===== config.mk =====
export PLATFORM = sky130hd
export DESIGN_NAME = positional_sequence_store_flat
export DESIGN_NICKNAME = d
export VERILOG_FILES = /design/src/rtl/psq_pkg.sv /design/src/rtl/psq_if.sv /design/src/rtl/psq_cell.sv /design/src/rtl/positional_sequence_store.sv /design/src/flat_wrapper.sv
export SDC_FILE = /design/constraint.sdc
export NUM_CORES = 2
export LEC_CHECK = 0
export BUFFER_PORTS_ARGS = -buffer_cell sky130_fd_sc_hd__buf_4
export CAP_MARGIN = 20
export CORE_MARGIN = 5
export CORE_UTILIZATION = 55
export CTS_CLUSTER_SIZE = 14
export DETAILED_ROUTE_END_ITERATION = 8
export PLACE_DENSITY = 0.83
export SYNTH_ARGS = -nofsm -noshare
export SYNTH_HDL_FRONTEND = slang
export SYNTH_SLANG_ARGS = --single-unit

===== constraint.sdc =====
create_clock -name i_clk -period 13.5 [get_ports i_clk]
set_clock_uncertainty 0.15 [all_clocks]
set_input_delay 2.7 -clock i_clk [delete_from_list [all_inputs] [get_ports i_clk]]
set_output_delay 2.7 -clock i_clk [all_outputs]
set_load 0.01 [all_outputs]

===== src/rtl/psq_pkg.sv =====
// ----------------------------------------------------------------------------
// psq_pkg
// Types and codes shared by the positional sequence store.
// ----------------------------------------------------------------------------
`default_nettype none

package psq_pkg;

    localparam int DATA_W = 32;
    localparam int MODE_W = 3;
    localparam int POS_W  = 8;
    localparam int LEN_W  = 5;
    localparam int STAT_W = 2;

    typedef logic signed [DATA_W-1:0] t_data;

    typedef enum logic [MODE_W-1:0] {
        MODE_PUSH_BACK  = 3'd0,
        MODE_PUSH_FRONT = 3'd1,
        MODE_INSERT_AT  = 3'd2,
        MODE_REM_FRONT  = 3'd3,
        MODE_REM_BACK   = 3'd4,
        MODE_REM_AT     = 3'd5,
        MODE_DUMP       = 3'd6
    } t_mode;

    typedef enum logic [STAT_W-1:0] {
        ST_OK    = 2'd0,
        ST_FULL  = 2'd1,
        ST_EMPTY = 2'd2,
        ST_RANGE = 2'd3
    } t_status;

    typedef enum logic [1:0] {
        S_IDLE,
        S_EXTR,
        S_DUMP
    } t_state;

    // Broadcast to every cell of the chain
    typedef struct packed {
        logic ins;  // open a gap at pos and write the new value there
        logic rem;  // close the gap at pos, capture the removed value
        logic rot;  // rotate the occupied cells left by one
        logic xsh;  // move the extraction lane one cell towards the head
    } t_cell_cmd;

endpackage

`default_nettype wire


===== src/rtl/psq_if.sv =====
// ----------------------------------------------------------------------------
// psq_in_if / psq_out_if
// Valid/ready channels carrying operation items and result items.
// ----------------------------------------------------------------------------
`default_nettype none

interface psq_in_if;
    import psq_pkg::*;
    logic                valid;
    logic                ready;
    logic [MODE_W-1:0]   mode;
    t_data               value;
    logic [POS_W-1:0]    position;

    modport source (output valid, mode, value, position, input ready);
    modport sink   (input valid, mode, value, position, output ready);
endinterface

interface psq_out_if;
    import psq_pkg::*;
    logic                valid;
    logic                ready;
    t_data               value_out;
    logic [LEN_W-1:0]    length;
    logic [STAT_W-1:0]   status;
    logic                last;

    modport source (output valid, value_out, length, status, last, input ready);
    modport sink   (input valid, value_out, length, status, last, output ready);
endinterface

`default_nettype wire


===== src/rtl/psq_cell.sv =====
// ----------------------------------------------------------------------------
// psq_cell
// One list slot: holds its element and one stage of the extraction lane.
// ----------------------------------------------------------------------------
`default_nettype none

module psq_cell #(
    parameter int IDX = 0,
    parameter int W   = 5
) (
    input  wire                  i_clk,
    input  psq_pkg::t_cell_cmd   i_cmd,
    input  wire [W-1:0]          i_pos,
    input  wire [W-1:0]          i_last,
    input  psq_pkg::t_data       i_new,
    input  psq_pkg::t_data       i_left,
    input  psq_pkg::t_data       i_right,
    input  psq_pkg::t_data       i_head,
    input  psq_pkg::t_data       i_ext_right,
    output psq_pkg::t_data       o_val,
    output psq_pkg::t_data       o_ext
);
    import psq_pkg::*;

    localparam logic [W-1:0] IDX_W = W'(IDX);

    t_data r_val;
    t_data r_ext;

    always_ff @(posedge i_clk) begin
        if (i_cmd.ins) begin
            if (IDX_W == i_pos) begin
                r_val <= i_new;
            end else if (IDX_W > i_pos) begin
                r_val <= i_left;
            end
        end else if (i_cmd.rem) begin
            if (IDX_W >= i_pos) begin
                r_val <= i_right;
            end
        end else if (i_cmd.rot) begin
            // tail slot wraps round to the old head
            if (IDX_W == i_last) begin
                r_val <= i_head;
            end else if (IDX_W < i_last) begin
                r_val <= i_right;
            end
        end

        if (i_cmd.rem && (IDX_W == i_pos)) begin
            r_ext <= r_val;
        end else if (i_cmd.xsh) begin
            r_ext <= i_ext_right;
        end
    end

    assign o_val = r_val;
    assign o_ext = r_ext;

endmodule

`default_nettype wire


===== src/rtl/positional_sequence_store.sv =====
// ----------------------------------------------------------------------------
// positional_sequence_store
// Bounded ordered list with push, positional insert/remove and dump.
// ----------------------------------------------------------------------------
// The list lives in a row of CAPACITY cells, one element per cell, with the
// head in cell 0. Push back, push front, insert at and remove front act as
// the item is accepted: cells from the position onward shift by one cell and
// the result is loaded with that shift. A removal at position p > 0 (remove
// back, remove at) moves the element into an extraction lane as the item is
// accepted; it then travels to the head, one cell per cycle, and the result
// is loaded once the output register is free. A dump loads the elements one
// by one, each when the output register is free; the row rotates once per
// element and ends in its original order. Rejected operations (full, empty,
// out of range) and the unused mode load their result on acceptance. A new
// item is accepted only in the idle state and when the output register is
// empty or its result leaves in the same cycle; no clearing pass after reset.
// ----------------------------------------------------------------------------
`default_nettype none

module positional_sequence_store #(
    parameter int CAPACITY = 16
) (
    input  wire        i_clk,
    input  wire        i_rst_n,
    psq_in_if.sink     i_in,
    psq_out_if.source  o_out
);
    import psq_pkg::*;

    localparam int W  = $clog2(CAPACITY + 1);
    localparam int XW = (W > POS_W) ? W : POS_W;
    localparam logic [W-1:0] CAP_W = W'(CAPACITY);
    localparam logic [W-1:0] ONE_W = W'(1);

    t_state          r_state, n_state;
    logic [W-1:0]    r_count, n_count;
    logic [W-1:0]    r_xcnt,  n_xcnt;
    logic [W-1:0]    r_dcnt,  n_dcnt;

    logic            r_ov;
    t_data           r_oval;
    logic [LEN_W-1:0] r_olen;
    t_status         r_ost;
    logic            r_olast;

    t_cell_cmd       cmd;
    logic [W-1:0]    sel_pos;
    logic [W-1:0]    last_idx;

    logic            acc, o_free;
    logic            ld;
    t_data           ld_val;
    logic [W-1:0]    ld_len;
    t_status         ld_st;
    logic            ld_last;

    logic [XW-1:0]   pos_x, cnt_x, len_x;
    logic [W-1:0]    ins_pos;
    logic            dump_last;

    t_data           w_val [CAPACITY];
    t_data           w_ext [CAPACITY];

    assign o_free     = !r_ov || o_out.ready;
    assign i_in.ready = (r_state == S_IDLE) && o_free;
    assign acc        = i_in.valid && i_in.ready;

    assign pos_x     = XW'(i_in.position);
    assign cnt_x     = XW'(r_count);
    assign last_idx  = r_count - ONE_W;
    assign dump_last = (r_dcnt == last_idx);

    // insert position clamped to the current length
    always_comb begin
        case (i_in.mode)
            MODE_PUSH_FRONT: ins_pos = '0;
            MODE_INSERT_AT:  ins_pos = (pos_x > cnt_x) ? r_count : pos_x[W-1:0];
            default:         ins_pos = r_count;
        endcase
    end

    always_comb begin
        n_state = r_state;
        n_count = r_count;
        n_xcnt  = r_xcnt;
        n_dcnt  = r_dcnt;
        cmd     = '0;
        sel_pos = ins_pos;
        ld      = 1'b0;
        ld_val  = '0;
        ld_len  = r_count;
        ld_st   = ST_OK;
        ld_last = 1'b1;

        case (r_state)
            S_IDLE: begin
                if (acc) begin
                    case (i_in.mode)
                        MODE_PUSH_BACK, MODE_PUSH_FRONT, MODE_INSERT_AT: begin
                            ld = 1'b1;
                            if (r_count >= CAP_W) begin
                                ld_st = ST_FULL;
                            end else begin
                                cmd.ins = 1'b1;
                                n_count = r_count + ONE_W;
                                ld_len  = n_count;
                            end
                        end
                        MODE_REM_FRONT, MODE_REM_BACK, MODE_REM_AT: begin
                            if (i_in.mode == MODE_REM_FRONT) begin
                                sel_pos = '0;
                            end else if (i_in.mode == MODE_REM_BACK) begin
                                sel_pos = last_idx;
                            end else begin
                                sel_pos = pos_x[W-1:0];
                            end
                            if (r_count == '0) begin
                                ld    = 1'b1;
                                ld_st = ST_EMPTY;
                            end else if ((i_in.mode == MODE_REM_AT) && (pos_x >= cnt_x)) begin
                                ld    = 1'b1;
                                ld_st = ST_RANGE;
                            end else begin
                                cmd.rem = 1'b1;
                                n_count = r_count - ONE_W;
                                if (sel_pos == '0) begin
                                    ld     = 1'b1;
                                    ld_val = w_val[0];
                                    ld_len = n_count;
                                end else begin
                                    n_state = S_EXTR;
                                    n_xcnt  = sel_pos;
                                end
                            end
                        end
                        MODE_DUMP: begin
                            if (r_count == '0) begin
                                ld    = 1'b1;
                                ld_st = ST_EMPTY;
                            end else begin
                                n_state = S_DUMP;
                                n_dcnt  = '0;
                            end
                        end
                        default: begin
                            ld = 1'b1;
                        end
                    endcase
                end
            end
            S_EXTR: begin
                if (r_xcnt != '0) begin
                    cmd.xsh = 1'b1;
                    n_xcnt  = r_xcnt - ONE_W;
                end else if (o_free) begin
                    ld      = 1'b1;
                    ld_val  = w_ext[0];
                    n_state = S_IDLE;
                end
            end
            S_DUMP: begin
                if (o_free) begin
                    cmd.rot = 1'b1;
                    ld      = 1'b1;
                    ld_val  = w_val[0];
                    ld_last = dump_last;
                    if (dump_last) begin
                        n_state = S_IDLE;
                    end else begin
                        n_dcnt = r_dcnt + ONE_W;
                    end
                end
            end
            default: begin
                n_state = S_IDLE;
            end
        endcase
    end

    assign len_x = XW'(ld_len);

    always_ff @(posedge i_clk) begin
        if (!i_rst_n) begin
            r_state <= S_IDLE;
            r_count <= '0;
            r_xcnt  <= '0;
            r_dcnt  <= '0;
            r_ov    <= 1'b0;
        end else begin
            r_state <= n_state;
            r_count <= n_count;
            r_xcnt  <= n_xcnt;
            r_dcnt  <= n_dcnt;
            if (ld) begin
                r_ov <= 1'b1;
            end else if (o_out.ready) begin
                r_ov <= 1'b0;
            end
        end
    end

    always_ff @(posedge i_clk) begin
        if (ld) begin
            r_oval  <= ld_val;
            r_olen  <= len_x[LEN_W-1:0];
            r_ost   <= ld_st;
            r_olast <= ld_last;
        end
    end

    assign o_out.valid     = r_ov;
    assign o_out.value_out = r_oval;
    assign o_out.length    = r_olen;
    assign o_out.status    = r_ost;
    assign o_out.last      = r_olast;

    for (genvar g = 0; g < CAPACITY; g++) begin : g_cell
        t_data left_v, right_v, ext_r;
        if (g == 0) begin : g_head
            assign left_v = i_in.value;
        end else begin : g_body
            assign left_v = w_val[g-1];
        end
        if (g == CAPACITY - 1) begin : g_tail
            assign right_v = w_val[g];
            assign ext_r   = w_ext[g];
        end else begin : g_inner
            assign right_v = w_val[g+1];
            assign ext_r   = w_ext[g+1];
        end

        psq_cell #(
            .IDX (g),
            .W   (W)
        ) u_cell (
            .i_clk       (i_clk),
            .i_cmd       (cmd),
            .i_pos       (sel_pos),
            .i_last      (last_idx),
            .i_new       (i_in.value),
            .i_left      (left_v),
            .i_right     (right_v),
            .i_head      (w_val[0]),
            .i_ext_right (ext_r),
            .o_val       (w_val[g]),
            .o_ext       (w_ext[g])
        );
    end

    a_count_bound : assert property (@(posedge i_clk) disable iff (!i_rst_n)
        r_count <= CAP_W)
        else $error("element count above capacity");

    a_push_grows : assert property (@(posedge i_clk) disable iff (!i_rst_n)
        (acc && cmd.ins) |=> (r_count == $past(r_count) + ONE_W))
        else $error("accepted insert did not grow the list");

    a_dump_holds : assert property (@(posedge i_clk) disable iff (!i_rst_n)
        (r_state == S_DUMP) |=> $stable(r_count))
        else $error("length changed during dump");

    a_dump_ends : assert property (@(posedge i_clk) disable iff (!i_rst_n)
        (r_state == S_DUMP && ld && dump_last) |=> (r_state == S_IDLE && r_olast))
        else $error("dump did not finish on its final item");

endmodule

`default_nettype wire


===== src/flat_wrapper.sv =====
// flat-port wrapper written by rule: the top's interface ports become plain ports
module positional_sequence_store_flat import psq_pkg::*;
#(
    parameter int CAPACITY = 16
)
  (i_clk, i_rst_n, i_in_valid, i_in_mode, i_in_value, i_in_position, i_in_ready, o_out_valid, o_out_value_out, o_out_length, o_out_status, o_out_last, o_out_ready);
  psq_in_if i_in_i ();
  psq_out_if o_out_i ();
  input  wire i_clk;
  input  wire i_rst_n;
  input wire logic [$bits(i_in_i.valid)-1:0] i_in_valid;
  input wire logic [$bits(i_in_i.mode)-1:0] i_in_mode;
  input wire logic [$bits(i_in_i.value)-1:0] i_in_value;
  input wire logic [$bits(i_in_i.position)-1:0] i_in_position;
  output wire logic [$bits(i_in_i.ready)-1:0] i_in_ready;
  output wire logic [$bits(o_out_i.valid)-1:0] o_out_valid;
  output wire logic [$bits(o_out_i.value_out)-1:0] o_out_value_out;
  output wire logic [$bits(o_out_i.length)-1:0] o_out_length;
  output wire logic [$bits(o_out_i.status)-1:0] o_out_status;
  output wire logic [$bits(o_out_i.last)-1:0] o_out_last;
  input wire logic [$bits(o_out_i.ready)-1:0] o_out_ready;
  assign i_in_i.valid = i_in_valid;
  assign i_in_i.mode = i_in_mode;
  assign i_in_i.value = i_in_value;
  assign i_in_i.position = i_in_position;
  assign i_in_ready = i_in_i.ready;
  assign o_out_valid = o_out_i.valid;
  assign o_out_value_out = o_out_i.value_out;
  assign o_out_length = o_out_i.length;
  assign o_out_status = o_out_i.status;
  assign o_out_last = o_out_i.last;
  assign o_out_i.ready = o_out_ready;
  positional_sequence_store #(.CAPACITY(CAPACITY)) u_core (.i_clk(i_clk), .i_rst_n(i_rst_n), .i_in(i_in_i), .o_out(o_out_i));
endmodule

[Yosys cells after proc, flatten, opt, wreduce, memory -nomap -nowiden]
Index checks and enable logic that the tools add are counted.
Word-level totals
  word-level logic and storage cells: 509
  bits in registers: 1082
  output and inout port bits: 42
Operators by class
  eq/ne operators: 91
  magnitude comparators: 49
  reductions and logical operators: 89
  $add $sub $neg: 4
  muxes and demuxes: 235
Operators by type and width (count)
  32-bit two-way mux: 164
  5-bit two-way mux: 28
  32-bit case mux with 3 select lines: 1
  4-bit by 5-bit == test with 1-bit output (first input constant): 16
  3-bit != test (second input constant): 21
  4-bit AND reduction: 15
  4-bit nonzero test: 14
  5-bit case mux with 2 select lines: 5
  3-bit by 2-bit != test with 1-bit output (second input constant): 15
  2-bit nonzero test: 21
  3-bit by 5-bit == test with 1-bit output (first input constant): 8
  4-bit by 5-bit > comparator with 1-bit output (first input constant): 8
  4-bit by 5-bit greater-or-equal comparator with 1-bit output (first input constant): 7
  4-bit by 5-bit < comparator with 1-bit output (first input constant): 7
  2-bit two-way mux: 14
  2-bit by 5-bit == test with 1-bit output (first input constant): 4
  3-bit by 5-bit greater-or-equal comparator with 1-bit output (first input constant): 4
  3-bit by 5-bit > comparator with 1-bit output (first input constant): 4
  5-bit logical NOT: 4
  3-bit by 5-bit < comparator with 1-bit output (first input constant): 4
  1-bit logical AND: 19
  1-bit two-way mux: 18
  2-bit != test (second input constant): 9
  2-bit by 1-bit != test with 1-bit output (second input constant): 6
  35 further kinds: 52

[Depth between registers and ports, before layout]
  depth in word-level cells: 14
  depth in mapped cells: 15
  mapped depth without buffers: 10

[By module]
A second synthesis with hierarchy kept.
Unflattened totals
  cells, all modules: 5635
  area, all modules: 68557.0 um^2
Modules (own cells, without submodules)
  psq_cell at u_core.g_cell[2].u_cell: cells each 310, times used 1, seq. area each 1921.8 um^2, area each 4250.3 um^2
  psq_cell at u_core.g_cell[9].u_cell: cells each 341, times used 1, seq. area each 1921.8 um^2, area each 4234.1 um^2
  psq_cell at u_core.g_cell[5].u_cell: cells each 340, times used 1, seq. area each 1921.8 um^2, area each 4229.1 um^2
  psq_cell at u_core.g_cell[13].u_cell: cells each 343, times used 1, seq. area each 1921.8 um^2, area each 4224.1 um^2
  psq_cell at u_core.g_cell[4].u_cell: cells each 339, times used 1, seq. area each 1921.8 um^2, area each 4217.8 um^2
  psq_cell at u_core.g_cell[11].u_cell: cells each 341, times used 1, seq. area each 1921.8 um^2, area each 4215.3 um^2
  psq_cell at u_core.g_cell[7].u_cell: cells each 338, times used 1, seq. area each 1921.8 um^2, area each 4196.5 um^2
  psq_cell at u_core.g_cell[12].u_cell: cells each 343, times used 1, seq. area each 1921.8 um^2, area each 4126.5 um^2
  psq_cell at u_core.g_cell[3].u_cell: cells each 310, times used 1, seq. area each 1921.8 um^2, area each 4056.4 um^2
  psq_cell at u_core.g_cell[15].u_cell: cells each 343, times used 1, seq. area each 1921.8 um^2, area each 4052.6 um^2
  psq_cell at u_core.g_cell[1].u_cell: cells each 344, times used 1, seq. area each 1921.8 um^2, area each 3938.8 um^2
  psq_cell at u_core.g_cell[0].u_cell: cells each 314, times used 1, seq. area each 1921.8 um^2, area each 3881.2 um^2
  psq_cell at u_core.g_cell[10].u_cell: cells each 317, times used 1, seq. area each 1921.8 um^2, area each 3880.0 um^2
  psq_cell at u_core.g_cell[14].u_cell: cells each 310, times used 1, seq. area each 1921.8 um^2, area each 3878.7 um^2
  3 more rows

[Worst setup path after synthesis]
Ideal clock, no wire load.
  path type: input to register
  start: input i_in_position[4]
  end: register u_core.g_cell[10].u_cell.r_ext[0] (enable)
  data required time: 12.884 ns
  arrival: 7.405 ns
  setup slack: 5.480 ns
  stages on the path: 11
  buffers on the path: 2
  path through: ha_1 > or4_1 > mux2i_1 > a31oi_1 > and3_4 > o32a_1 > nor3_1 > clkbuf_1 > buf_2 > nand2_1 > o21ai_0
Between the ends
  cells in the longest elaborated chain, start to end: 11
RTL lines
  start, declared: RTL line flat_wrapper.sv:14  | input wire logic [$bits(i_in_i.position)-1:0] i_in_position;
  parallel branches: the longest is 9 deep, another holds 8-bit by 5-bit > comparator with 1-bit output
  1-bit logical AND (*): RTL line psq_cell.sv:50  | if (i_cmd.rem && (IDX_W == i_pos)) begin
  2-bit nonzero test (no source line) (*)
  end signal, assigned: RTL line psq_cell.sv:51  | r_ext <= r_val;
  end signal, assigned: RTL line psq_cell.sv:53  | r_ext <= i_ext_right;
  end, declared: RTL line psq_cell.sv:28  | t_data r_ext;
Every way passes the cells marked *. The select of a mux whose other input is x is not followed.
A chain may end at the register's enable or synchronous reset.

[Worst setup path in the final report]
  start: input i_in_position[4]
  end: register u_core.g_cell[5].u_cell.r_ext[18] (enable)
Between the ends
  cells in the longest elaborated chain, start to end: 11
RTL lines (RTL line)
  parallel branches: the longest is 9 deep, another holds 8-bit by 5-bit > comparator with 1-bit output
  1-bit logical AND (*): psq_cell.sv:50
  2-bit nonzero test (no source line) (*)
  end signal, assigned: psq_cell.sv:51
  end signal, assigned: psq_cell.sv:53
  end, declared: psq_cell.sv:28
Marked as above.

==> results.sh <==
export IMPL_ys_ff_latch=1082
export IMPL_cts_setup_buffers=0
export IMPL_synth_xor_area_share_pct=0.3136
export IMPL_clk_pin_slew_worst_paths_ns=0.06
export IMPL_status="finished, final reports clean"
export IMPL_routedWlPerCell_um=32.92
export IMPL_via_per_inst=7.433
export IMPL_min_delay_start="u_core.g_cell[15].u_cell.o_val[26]$_DFFE_PP_"
export IMPL_tightest_slew_ns=1.220
export IMPL_relSlewSlack_pct=18.56
export IMPL_netlist_top_cells_area="edfxtp_1 57%, mux2_2 13%, a211oi_1 8.2%, mux2i_1 4.2%, a221oi_1 3.6%"
export IMPL_synthMuxAreaShare_pct=17.64
export IMPL_die_h_um=328.7
export IMPL_fin_nets=4140
export IMPL_end_kind="register"
export IMPL_die_w_um=328.7
export IMPL_synth_area_mm2=0.05585
export IMPL_startpoint_type="input port"
export IMPL_crit_required_ns=13.67
export IMPL_slew_violations=0
export IMPL_holdPathEnd="u_core.g_cell[15].u_cell.o_ext[26]$_DFFE_PP_"
export IMPL_io_buffers=88
export IMPL_post_place_ws_ns=4.657
export IMPL_crit_arrival_ns=8.26
export IMPL_dieArea_mm2=0.1080
export IMPL_synth_avg_cell_area_um2=13.18
export IMPL_tritoncts="done"
export IMPL_numCtsBuffers=108
export IMPL_routabilityCongestion=0.9272
export IMPL_synthMostInstantiatedCell="edfxtp_1"
export IMPL_tns_ns=0
export IMPL_p_per_area_mw_per_mm2=138.2
export IMPL_async_flop_share_pct=0
export IMPL_synth_top_family_by_area="multiplexers"
export IMPL_switchingPower_mw=2.371
export IMPL_power_frac_comb_pct=14.7
export IMPL_fin_crit_ns=8.083
export IMPL_antenna_cells=0
export IMPL_pwr_share_clk_pct=36.2
export IMPL_drive_above_1_share_pct=27.66
export IMPL_pwr_share_seq_pct=49.2
export IMPL_yosysTopAreaCell="edfxtp_1"
export IMPL_worstSetupPathType="input port to register"
export IMPL_grt_max_degree=167
export IMPL_ios=89
export IMPL_htree_levels=3
export IMPL_synth_edf_count=1064
export IMPL_setup_slack_ns=5.417
export IMPL_routed_wirelength_um=181900
export IMPL_internal_power_mw=6.122
export IMPL_hp_class="register to register"
export IMPL_cts_hold_buf=0
export IMPL_finalHoldViolCount=0
export IMPL_ir_worst_vdd_mv=0.1070
export IMPL_dpl_cell_count=5320
export IMPL_cts_sinks=1082
export IMPL_ant_nets=0
export IMPL_holdPathStages=0
export IMPL_start_util_pct=55.61
export IMPL_path_max_fanout=68
export IMPL_clk_path_buf_depth=3
export IMPL_synthAdderAreaFrac_pct=0.2688
export IMPL_maxCapViolations=0
export IMPL_rsz0062_at_grt="no"
export IMPL_grt_pass1_wl_um=268600
export IMPL_firstDrtPassIters=6
export IMPL_fin_crit_sh_pct=59.88
export IMPL_num_vias=41070
export IMPL_overflow=0
export IMPL_area_delta_synth_final_pct=10.02
export IMPL_yosys_area_share_simple_pct=5.018
export IMPL_synth_compound_area_share_pct=15.22
export IMPL_netlist_instances=4237
export IMPL_grt_pass1_vias=40210
export IMPL_insertion_delay_ns=0.71
export IMPL_ff2ff_path_depth=10
export IMPL_cts_root_buffer="clkbuf_16"
export IMPL_row_count=116
export IMPL_leakage_nw=20.66
export IMPL_reg2reg_to="u_core.g_cell[5].u_cell.o_ext[18]$_DFFE_PP_"
export IMPL_yosys_warnings=0
export IMPL_antenna_found_initial=1
export IMPL_synth_cell_types=67
export IMPL_drc=0
export IMPL_yosysSeqAreaShare_pct=57.85
export IMPL_fmax_ghz=0.1237
export IMPL_setup_viol=0
export IMPL_final_cells=5525
export IMPL_swShare_pct=27.91
export IMPL_drt_iter0_markers=6526
export IMPL_yosys_top_cells_count="1,064 x edfxtp_1, 638 x mux2_2, 610 x a211oi_1"
export IMPL_regToRegSetupSlack_ns=6.47
export IMPL_grt_usage_pct=32.85
export IMPL_ctsResizeCount=0
export IMPL_dp_hpwl_um=108300
export IMPL_reg2reg_from="u_core.r_count[4]$_SDFFE_PN0P_"
export IMPL_syn_nets=4296
export IMPL_fp_coreArea_mm2=0.1004
export IMPL_synth_ff_type="edfxtp_1"
export IMPL_netlist_area_leader_share_pct=57.21
[state kept, by name, summed over array words and instances (netlist names), 2 cells and up]
name and cells:
u_core.o_out.status 2, u_core.r_count 5, u_core.r_dcnt 5, u_core.g_cell.u_cell.o_ext 512, u_core.g_cell.u_cell.o_val 512, u_core.r_state 2
u_core.o_out.value_out 32, u_core.o_out.length 5, u_core.r_xcnt 5
[worst max-delay path by stage]
| stage | startpoint | end | slack, ns | depth (start not counted) |
|---|---|---|---|---|
| global route | i_in_position[4] | u_core.g_cell[5].u_cell.o_ext[18]$_DFFE_PP_ | 5.27 | 10 |
| CTS | i_in_position[4] | u_core.g_cell[13].u_cell.o_ext[1]$_DFFE_PP_ | 5.35 | 10 |
| finish | i_in_position[4] | u_core.g_cell[5].u_cell.o_ext[18]$_DFFE_PP_ | 5.42 | 10 |
| global placement | i_in_position[4] | u_core.g_cell[13].u_cell.o_ext[25]$_DFFE_PP_ | 4.81 | 10 |
| detailed placement | i_in_position[4] | u_core.g_cell[13].u_cell.o_ext[25]$_DFFE_PP_ | 4.66 | 10 |
| floorplan | i_in_position[4] | u_core.g_cell[10].u_cell.o_ext[0]$_DFFE_PP_ | 5.48 | 11 |
[power by group through the flow]
stage | sequential (mW) | clock [mW] | combinational (mW)
after detailed placement | 4.23 | 0 | 1.20
after CTS | 4.16 | 3.08 | 1.21
final | 4.18 | 3.07 | 1.25
after global routing | 4.18 | 3.22 | 1.31
after global placement | 4.22 | 0 | 1.17
after floorplan | 4.13 | 0 | 0.793
[logic make-up (layout without fill, tap and decap cells)]
group                    count (synthesis)  count (layout)
flip-flops                            1082            1082
XOR/XNOR                                20              20
adder cells (fa/ha/maj)                 12              12
AND/OR/NAND/NOR                        638             638
buffers and inverters                  486             417
multiplexers                           901             901
AO/OA/AOI/OAI                         1098            1098
[metrics by stage]
step	util [%]	hold slack (ns)	power (mW)	instance area [µm²]
after floorplan	-	0.2704	4.919	55850
after global placement	57.46	0.2751	5.387	57710
after detailed placement	57.50	0.2844	5.430	57760
after CTS	61.03	0.2987	8.447	61300
after global routing	61.18	0.3026	8.712	61450
final	61.18	0.2998	8.493	61450
[metal layers]
metal / global-route usage, % / vias to the layer above / part of all wire, %
met5: 0 / - / 0.0093
met4: 21.64 / 2 / 8.4
met3: 8.395 / 759 / 12
met2: 49.09 / 3480 / 44
met1: 42.66 / 20150 / 36
li1: - / 16680 / -
[placed cells by master, fill, tap and decap left out, drive strengths merged, types with 5 or more instances in the layout]
cell type and count:
nand2 154, nor2 321, nand4 5, o2111ai 9, mux2i 234, a221oi 229, bufinv 13, o211ai 18
mux2 667, a31oi 35, nor3 22, o221a 32, clkbuf 139, clkinv 42, nand2b 12, edfxtp 1064
and2 6, o22ai 11, nor2b 10, dfxtp 18, o21ai 48, xnor2 16, a211oi 610, nand3 48
a22oi 6, buf 205, ha 12, and3 7, a22o 32, inv 15, or2 38, a21oi 31
o2bb2ai 5
[worst max-delay path, cell delays in order]
cell	delay, ns
buf_4	0.14
ha_1	0.20
or4_1	0.55
mux2i_1	0.19
a31oi_1	0.14
and3_4	0.26
o32ai_2	0.68
and3_4	1.03
nand3_2	1.13
nand2_2	1.19
[final cells by class]
class	instances	area, µm²
well taps	1357	1698
multi-input cells	2669	22130
clock inverters	58	661.9
clock buffers	139	2883
repair buffers	205	1715
flip-flops and latches	1082	32310
fillers	7451	38990
inverters	15	56.30
Note: power is estimated with default switching activity, not from simulation.
